<file path="config.mk">
export PLATFORM = sky130hd
export DESIGN_NAME = cqdp_front_flat
export DESIGN_NICKNAME = d
export VERILOG_FILES = /design/src/rtl/cqdp_pkg.sv /design/src/rtl/cqdp_if.sv /design/src/rtl/cqdp_front.sv /design/src/flat_wrapper.sv
export SDC_FILE = /design/constraint.sdc
export NUM_CORES = 1
export LEC_CHECK = 0
export ABC_AREA = 1
export BUFFER_PORTS_ARGS = -buffer_cell sky130_fd_sc_hd__buf_2
export CELL_PAD_IN_SITES_DETAIL_PLACEMENT = 0
export CELL_PAD_IN_SITES_GLOBAL_PLACEMENT = 1
export CORE_UTILIZATION = 47
export DETAILED_ROUTE_END_ITERATION = 8
export GPL_TIMING_DRIVEN = 0
export PLACE_DENSITY_LB_ADDON = 0.1
export SYNTH_ARGS = -nofsm -noshare
export SYNTH_HDL_FRONTEND = slang
export SYNTH_SLANG_ARGS = --single-unit
</file>
<file path="constraint.sdc">
create_clock -name i_clk -period 9.15 [get_ports i_clk]
set_input_delay 1.3725 -clock i_clk [delete_from_list [all_inputs] [get_ports i_clk]]
set_output_delay 1.3725 -clock i_clk [all_outputs]
set_load 0.02 [all_outputs]
</file>
<file path="src/rtl/cqdp_pkg.sv">
// shared constants and types for the codebook dot product block
`default_nettype none

package cqdp_pkg;

    localparam int unsigned CENTROID_COUNT = 64;
    localparam int unsigned SLOT_BITS      = $clog2(CENTROID_COUNT);
    localparam int unsigned IDX_BITS       = 6;
    localparam int unsigned GROUP_SIZE     = 4;
    localparam int unsigned GROUP_BITS     = GROUP_SIZE * IDX_BITS;
    localparam int unsigned COUNT_BITS     = 3;

    localparam int unsigned VALUE_BITS     = 16;
    localparam int unsigned SUM_BITS       = 56;

    localparam int unsigned QUEUE_DEPTH    = 4;
    localparam int unsigned QPTR_BITS      = $clog2(QUEUE_DEPTH);
    localparam int unsigned QCOUNT_BITS    = $clog2(QUEUE_DEPTH + 1);

    typedef enum logic {
        ACT_LOAD   = 1'b0,
        ACT_WEIGHT = 1'b1
    } t_action;

    // decoded request as it sits in the queue
    typedef struct packed {
        logic                                is_load;
        logic [SLOT_BITS-1:0]                slot;
        logic [GROUP_SIZE-1:0][IDX_BITS-1:0] idx;
        logic [GROUP_SIZE-1:0]               lane_mask;
        logic                                last;
    } t_ctrl;

endpackage

`default_nettype wire

</file>
<file path="src/rtl/cqdp_if.sv">
// request and result channel interfaces
`default_nettype none

interface cqdp_req_if #(
    parameter int unsigned VALUE_BITS = cqdp_pkg::VALUE_BITS
);
    logic                                  valid;
    logic                                  ready;
    logic                                  action;
    logic [cqdp_pkg::SLOT_BITS-1:0]        centroid_slot;
    logic signed [VALUE_BITS-1:0]          centroid_value;
    logic [cqdp_pkg::GROUP_BITS-1:0]       packed_group;
    logic signed [VALUE_BITS-1:0]          act_zero;
    logic signed [VALUE_BITS-1:0]          act_one;
    logic signed [VALUE_BITS-1:0]          act_two;
    logic signed [VALUE_BITS-1:0]          act_three;
    logic [cqdp_pkg::COUNT_BITS-1:0]       valid_count;
    logic                                  last_group;

    modport source (
        output valid, action, centroid_slot, centroid_value, packed_group,
               act_zero, act_one, act_two, act_three, valid_count, last_group,
        input  ready
    );

    modport sink (
        input  valid, action, centroid_slot, centroid_value, packed_group,
               act_zero, act_one, act_two, act_three, valid_count, last_group,
        output ready
    );
endinterface


`default_nettype wire

</file>
<file path="src/rtl/cqdp_front.sv">
// front end: request decode and decoupling queue
`default_nettype none

module cqdp_front #(
    parameter int unsigned VALUE_BITS = cqdp_pkg::VALUE_BITS
) (
    input  logic                                              i_clk,
    input  logic                                              i_rst_n,
    cqdp_req_if.sink                                          i_req,
    input  logic                                              i_pop,
    output logic                                              o_head_valid,
    output cqdp_pkg::t_ctrl                                   o_head_ctrl,
    output logic [VALUE_BITS-1:0]                             o_head_value,
    output logic [cqdp_pkg::GROUP_SIZE-1:0][VALUE_BITS-1:0]   o_head_act
);

    cqdp_pkg::t_ctrl                                   w_ctrl;
    logic [cqdp_pkg::GROUP_SIZE-1:0][VALUE_BITS-1:0]   w_act;
    logic                                              w_push;
    logic                                              w_pop;

    cqdp_pkg::t_ctrl                                   r_q_ctrl  [cqdp_pkg::QUEUE_DEPTH];
    logic [VALUE_BITS-1:0]                             r_q_value [cqdp_pkg::QUEUE_DEPTH];
    logic [cqdp_pkg::GROUP_SIZE-1:0][VALUE_BITS-1:0]   r_q_act   [cqdp_pkg::QUEUE_DEPTH];

    logic [cqdp_pkg::QPTR_BITS-1:0]   r_wr_ptr, n_wr_ptr;
    logic [cqdp_pkg::QPTR_BITS-1:0]   r_rd_ptr, n_rd_ptr;
    logic [cqdp_pkg::QCOUNT_BITS-1:0] r_count,  n_count;

    // decode
    always_comb begin
        w_ctrl.is_load = (cqdp_pkg::t_action'(i_req.action) == cqdp_pkg::ACT_LOAD);
        w_ctrl.slot    = i_req.centroid_slot;
        w_ctrl.last    = i_req.last_group;
        for (int j = 0; j < cqdp_pkg::GROUP_SIZE; j++) begin
            w_ctrl.idx[j]       = i_req.packed_group[j*cqdp_pkg::IDX_BITS +: cqdp_pkg::IDX_BITS];
            w_ctrl.lane_mask[j] = (i_req.valid_count > cqdp_pkg::COUNT_BITS'(j));
        end
        w_act[0] = i_req.act_zero;
        w_act[1] = i_req.act_one;
        w_act[2] = i_req.act_two;
        w_act[3] = i_req.act_three;
    end

    assign i_req.ready  = (r_count != cqdp_pkg::QCOUNT_BITS'(cqdp_pkg::QUEUE_DEPTH));
    assign w_push       = i_req.valid && i_req.ready;
    assign o_head_valid = (r_count != '0);
    assign w_pop        = i_pop && o_head_valid;

    always_comb begin
        n_wr_ptr = w_push ? r_wr_ptr + cqdp_pkg::QPTR_BITS'(1) : r_wr_ptr;
        n_rd_ptr = w_pop  ? r_rd_ptr + cqdp_pkg::QPTR_BITS'(1) : r_rd_ptr;
        unique case ({w_push, w_pop})
            2'b10:   n_count = r_count + cqdp_pkg::QCOUNT_BITS'(1);
            2'b01:   n_count = r_count - cqdp_pkg::QCOUNT_BITS'(1);
            default: n_count = r_count;
        endcase
    end

    always_ff @(posedge i_clk) begin
        if (!i_rst_n) begin
            r_wr_ptr <= '0;
            r_rd_ptr <= '0;
            r_count  <= '0;
        end else begin
            r_wr_ptr <= n_wr_ptr;
            r_rd_ptr <= n_rd_ptr;
            r_count  <= n_count;
        end
    end

    always_ff @(posedge i_clk) begin
        if (w_push) begin
            r_q_ctrl[r_wr_ptr]  <= w_ctrl;
            r_q_value[r_wr_ptr] <= i_req.centroid_value;
            r_q_act[r_wr_ptr]   <= w_act;
        end
    end

    assign o_head_ctrl  = r_q_ctrl[r_rd_ptr];
    assign o_head_value = r_q_value[r_rd_ptr];
    assign o_head_act   = r_q_act[r_rd_ptr];

endmodule

`default_nettype wire

</file>
<file path="src/flat_wrapper.sv">
// flat-port wrapper written by rule: the top's interface ports become plain ports
module cqdp_front_flat 
#(
    parameter int unsigned VALUE_BITS = cqdp_pkg::VALUE_BITS
)
  (i_clk, i_rst_n, i_pop, o_head_valid, o_head_ctrl, o_head_value, o_head_act, i_req_valid, i_req_action, i_req_centroid_slot, i_req_centroid_value, i_req_packed_group, i_req_act_zero, i_req_act_one, i_req_act_two, i_req_act_three, i_req_valid_count, i_req_last_group, i_req_ready);
  cqdp_req_if #(.VALUE_BITS(VALUE_BITS)) i_req_i ();
  input  logic i_clk;
  input  logic i_rst_n;
  input  logic i_pop;
  output logic o_head_valid;
  output cqdp_pkg::t_ctrl o_head_ctrl;
  output logic [VALUE_BITS-1:0] o_head_value;
  output logic [cqdp_pkg::GROUP_SIZE-1:0][VALUE_BITS-1:0] o_head_act;
  input wire logic [$bits(i_req_i.valid)-1:0] i_req_valid;
  input wire logic [$bits(i_req_i.action)-1:0] i_req_action;
  input wire logic [$bits(i_req_i.centroid_slot)-1:0] i_req_centroid_slot;
  input wire logic [$bits(i_req_i.centroid_value)-1:0] i_req_centroid_value;
  input wire logic [$bits(i_req_i.packed_group)-1:0] i_req_packed_group;
  input wire logic [$bits(i_req_i.act_zero)-1:0] i_req_act_zero;
  input wire logic [$bits(i_req_i.act_one)-1:0] i_req_act_one;
  input wire logic [$bits(i_req_i.act_two)-1:0] i_req_act_two;
  input wire logic [$bits(i_req_i.act_three)-1:0] i_req_act_three;
  input wire logic [$bits(i_req_i.valid_count)-1:0] i_req_valid_count;
  input wire logic [$bits(i_req_i.last_group)-1:0] i_req_last_group;
  output wire logic [$bits(i_req_i.ready)-1:0] i_req_ready;
  assign i_req_i.valid = i_req_valid;
  assign i_req_i.action = i_req_action;
  assign i_req_i.centroid_slot = i_req_centroid_slot;
  assign i_req_i.centroid_value = i_req_centroid_value;
  assign i_req_i.packed_group = i_req_packed_group;
  assign i_req_i.act_zero = i_req_act_zero;
  assign i_req_i.act_one = i_req_act_one;
  assign i_req_i.act_two = i_req_act_two;
  assign i_req_i.act_three = i_req_act_three;
  assign i_req_i.valid_count = i_req_valid_count;
  assign i_req_i.last_group = i_req_last_group;
  assign i_req_ready = i_req_i.ready;
  cqdp_front #(.VALUE_BITS(VALUE_BITS)) u_core (.i_clk(i_clk), .i_rst_n(i_rst_n), .i_req(i_req_i), .i_pop(i_pop), .o_head_valid(o_head_valid), .o_head_ctrl(o_head_ctrl), .o_head_value(o_head_value), .o_head_act(o_head_act));
endmodule
</file>
==> reports/qor.txt <==
H-tree Lvls - 2
Via density - 5.20
Pin count of the biggest net entering global routing - 30
Ordered list of cells on the worst path - buf_6, inv_4, buf_6, clkbuf_1, o21ai_1, o22ai_1, buf_2
Worst r2r path cells - 6
Area after DPL - 20000 um^2
Total gr overflow - 0
Antenna violations before repair - 12
Worst hold stages - 2
Root Driver - clkbuf_16
Row count - 70
Fin crit period - 3.79 ns
Max Slew Vio Count - 0
Vias in the first global route - 10.5k
Number of max-cap violations - 0
Commonest non-fill, non-tap cells in the layout - edfxtp_1 (464), buf_2 (245), nor2_1 (241), o21ai_0 (163), o22ai_1 (116)
Cells after Synth - 1197
Die H - 196 um
Register Area - 14100 um^2
IO Pins - 237
First-pass GRT wire length - 61400 um
IO buf count - 236
Die area - 38500 um^2
Post-CTS setup buffer count - 0
Pwr Total - 6.03 mW
Critical path endpoint category - primary output
# DRC - 0
Yosys warnings - 0
Crit share post-route - 0.415
Hold Buf Count CTS - 0
DRT Pass-1 Iters - 5
Crit start category - register
Placer Congestion - 0.732
Share of layout cells above drive strength 1 - 0.235
Synth cell types - 21
Synth Area per Inst - 14.8 um^2
Slowest CP cell - clkbuf_1
Clock sinks - 473
Final ANT Viol Nets - 0
Initial drt markers - 578
CP Class - register to primary output
CP required - 7.78 ns
Sequential-to-total area share from yosys stat - 0.796
Synthesized cell area - 17700 um^2
Status - finished clean
HPWL after DPL - 26600 um
Slew @ Worst Pin - 0.929 ns
GRT Total Usage - 0.216
Syn nets - 1322
Area delta synth->final - 20.7%
Critical Path Stages - 7
Clock latency on the worst-skew pair - 0.58 ns
Worst-path fanout max - 10
CTS max path bufs - 3
HP Class - register to register
Crit-path max cell delay - 0.43 ns
Nets - 1626
Chip width - 196 um
Via count - 10.6k
Clock Skew - 0.0250 ns
Post-route cell area - 21400 um^2
Resized cells post-CTS - 0
Top delay family on crit path - buffers and inverters
Most used cell, CP - buf_6
Buffer and inverter count on the worst path - 5
Final Hold Vio Count - 0
CTS clock-pin slew for the worst setup and hold paths - 0.06 ns
Final setup violation count - 0
Commonest non-fill, non-tap cell in the layout - edfxtp_1
PD cells - 282 nW/um^2
RSZ-0062 raised after global routing - no
Maximum vdd ir drop - 0.191 mV
Util after Layout - 0.580
Slew HR - 0.380
Inserted Clock Buffers - 48
Drt wl/cell - 20.3 um
Fmax - 264 MHz
# fillers - 3010
LEAKAGE - 7.50 nW
Worst EP arrival - 2.42 ns
Post-Route WL - 41400 um
CTS tree - built
Core area - 36900 um^2
Multi-input gate area - 3040 um^2
Initial Util - 0.481
FF+latch count, synth - 473
## metrics by stage
| stage | TNS, ns | hold slack [ns] | worst slack, ns | cells |
|---|---|---|---|---|
| 6_report | 0 | 0.499 | 5.36 | 2044 |
| 2_1_floorplan | 0 | 0.462 | 2.20 | 1197 |
| 5_1_grt | 0 | 0.532 | 5.24 | 2041 |
| 4_1_cts | 0 | 0.503 | 5.34 | 2039 |
| 3_5_place_dp | 0 | 0.492 | 5.63 | 1955 |
| 3_3_place_gp | -901.54 | 0.491 | -2.10 | 1937 |
## worst paths after layout
| path | start | end | slack (ns) |
|---|---|---|---|
| max | register | o_head_act[33] | 5.36 |
| min | u_core.r_rd_ptr[1] | register | 0.50 |
| max reg2reg | u_core.r_count[0] | u_core.r_q_act[0][63] | 6.61 |
| min reg2reg | u_core.r_rd_ptr[1] | register | 0.50 |
## registers in the layout, indices dropped and copies added (netlist names), named ones only
register and count:
u_core.r_q_act 256, u_core.r_q_ctrl 144, u_core.r_q_value 64, u_core.r_count 3, u_core.r_rd_ptr 2, u_core.r_wr_ptr 2
## layer usage
metal	up-vias	GRT usage	share of wire
li1	5137	-	-
met2	254	0.365	0.49
met1	5160	0.273	0.41
met3	75	0.0590	0.066
met5	-	0	0.0017
met4	12	0.0642	0.024
## synthesized netlist by cell type, drive strengths merged
cell | number | area (um^2)
edfxtp | 464 | 13900
nor2 | 245 | 920
o21ai | 234 | 1170
o22ai | 116 | 726
clkbuf | 42 | 160
buf | 35 | 354
inv | 20 | 85.1
nand2 | 15 | 56.3
dfxtp | 9 | 180
a21oi | 5 | 25.0
ha | 5 | 62.6
nand3 | 5 | 25.0
fa | 1 | 20.0
or2 | 1 | 6.26
## where the power goes
| part | internal, mW | total (mW) | switching, mW |
|---|---|---|---|
| logic | 0.509 | 1.65 | 1.14 |
| clock network | 1.01 | 1.78 | 0.768 |
| registers | 2.57 | 2.61 | 0.0369 |
| total | 4.09 | 6.03 | 1.94 |
## worst register-to-register path, stage by stage (launching register included)
cell,delay (ns)
dfxtp_1,0.35
nor2_1,0.07
nand2_1,0.11
nand2_1,0.31
nor2_4,0.82
buf_12,0.30
buf_12,0.23
## cells by family after synthesis
kind of cell,share of synthesized area
and+or+nand+nor,0.0568
DFF,0.796
AOI/OAI and AO/OA,0.108
buffers and inverters,0.0338
adders and majority gates,0.00466
## area by class of cell
| cell class | count | area share |
|---|---|---|
| Timing Repair Buffer | 254 | 0.0738 |
| Inverter | 20 | 0.00398 |
| Buffer | 77 | 0.0240 |
| Antenna cell | 5 | 0.000585 |
| Clock inverter | 23 | 0.00684 |
| Tap cell | 504 | 0.0295 |
| Clock buffer | 61 | 0.0594 |
| Multi-Input combinational cell | 627 | 0.142 |
| Sequential cell | 473 | 0.660 |
(Power assumes the default switching activity.)
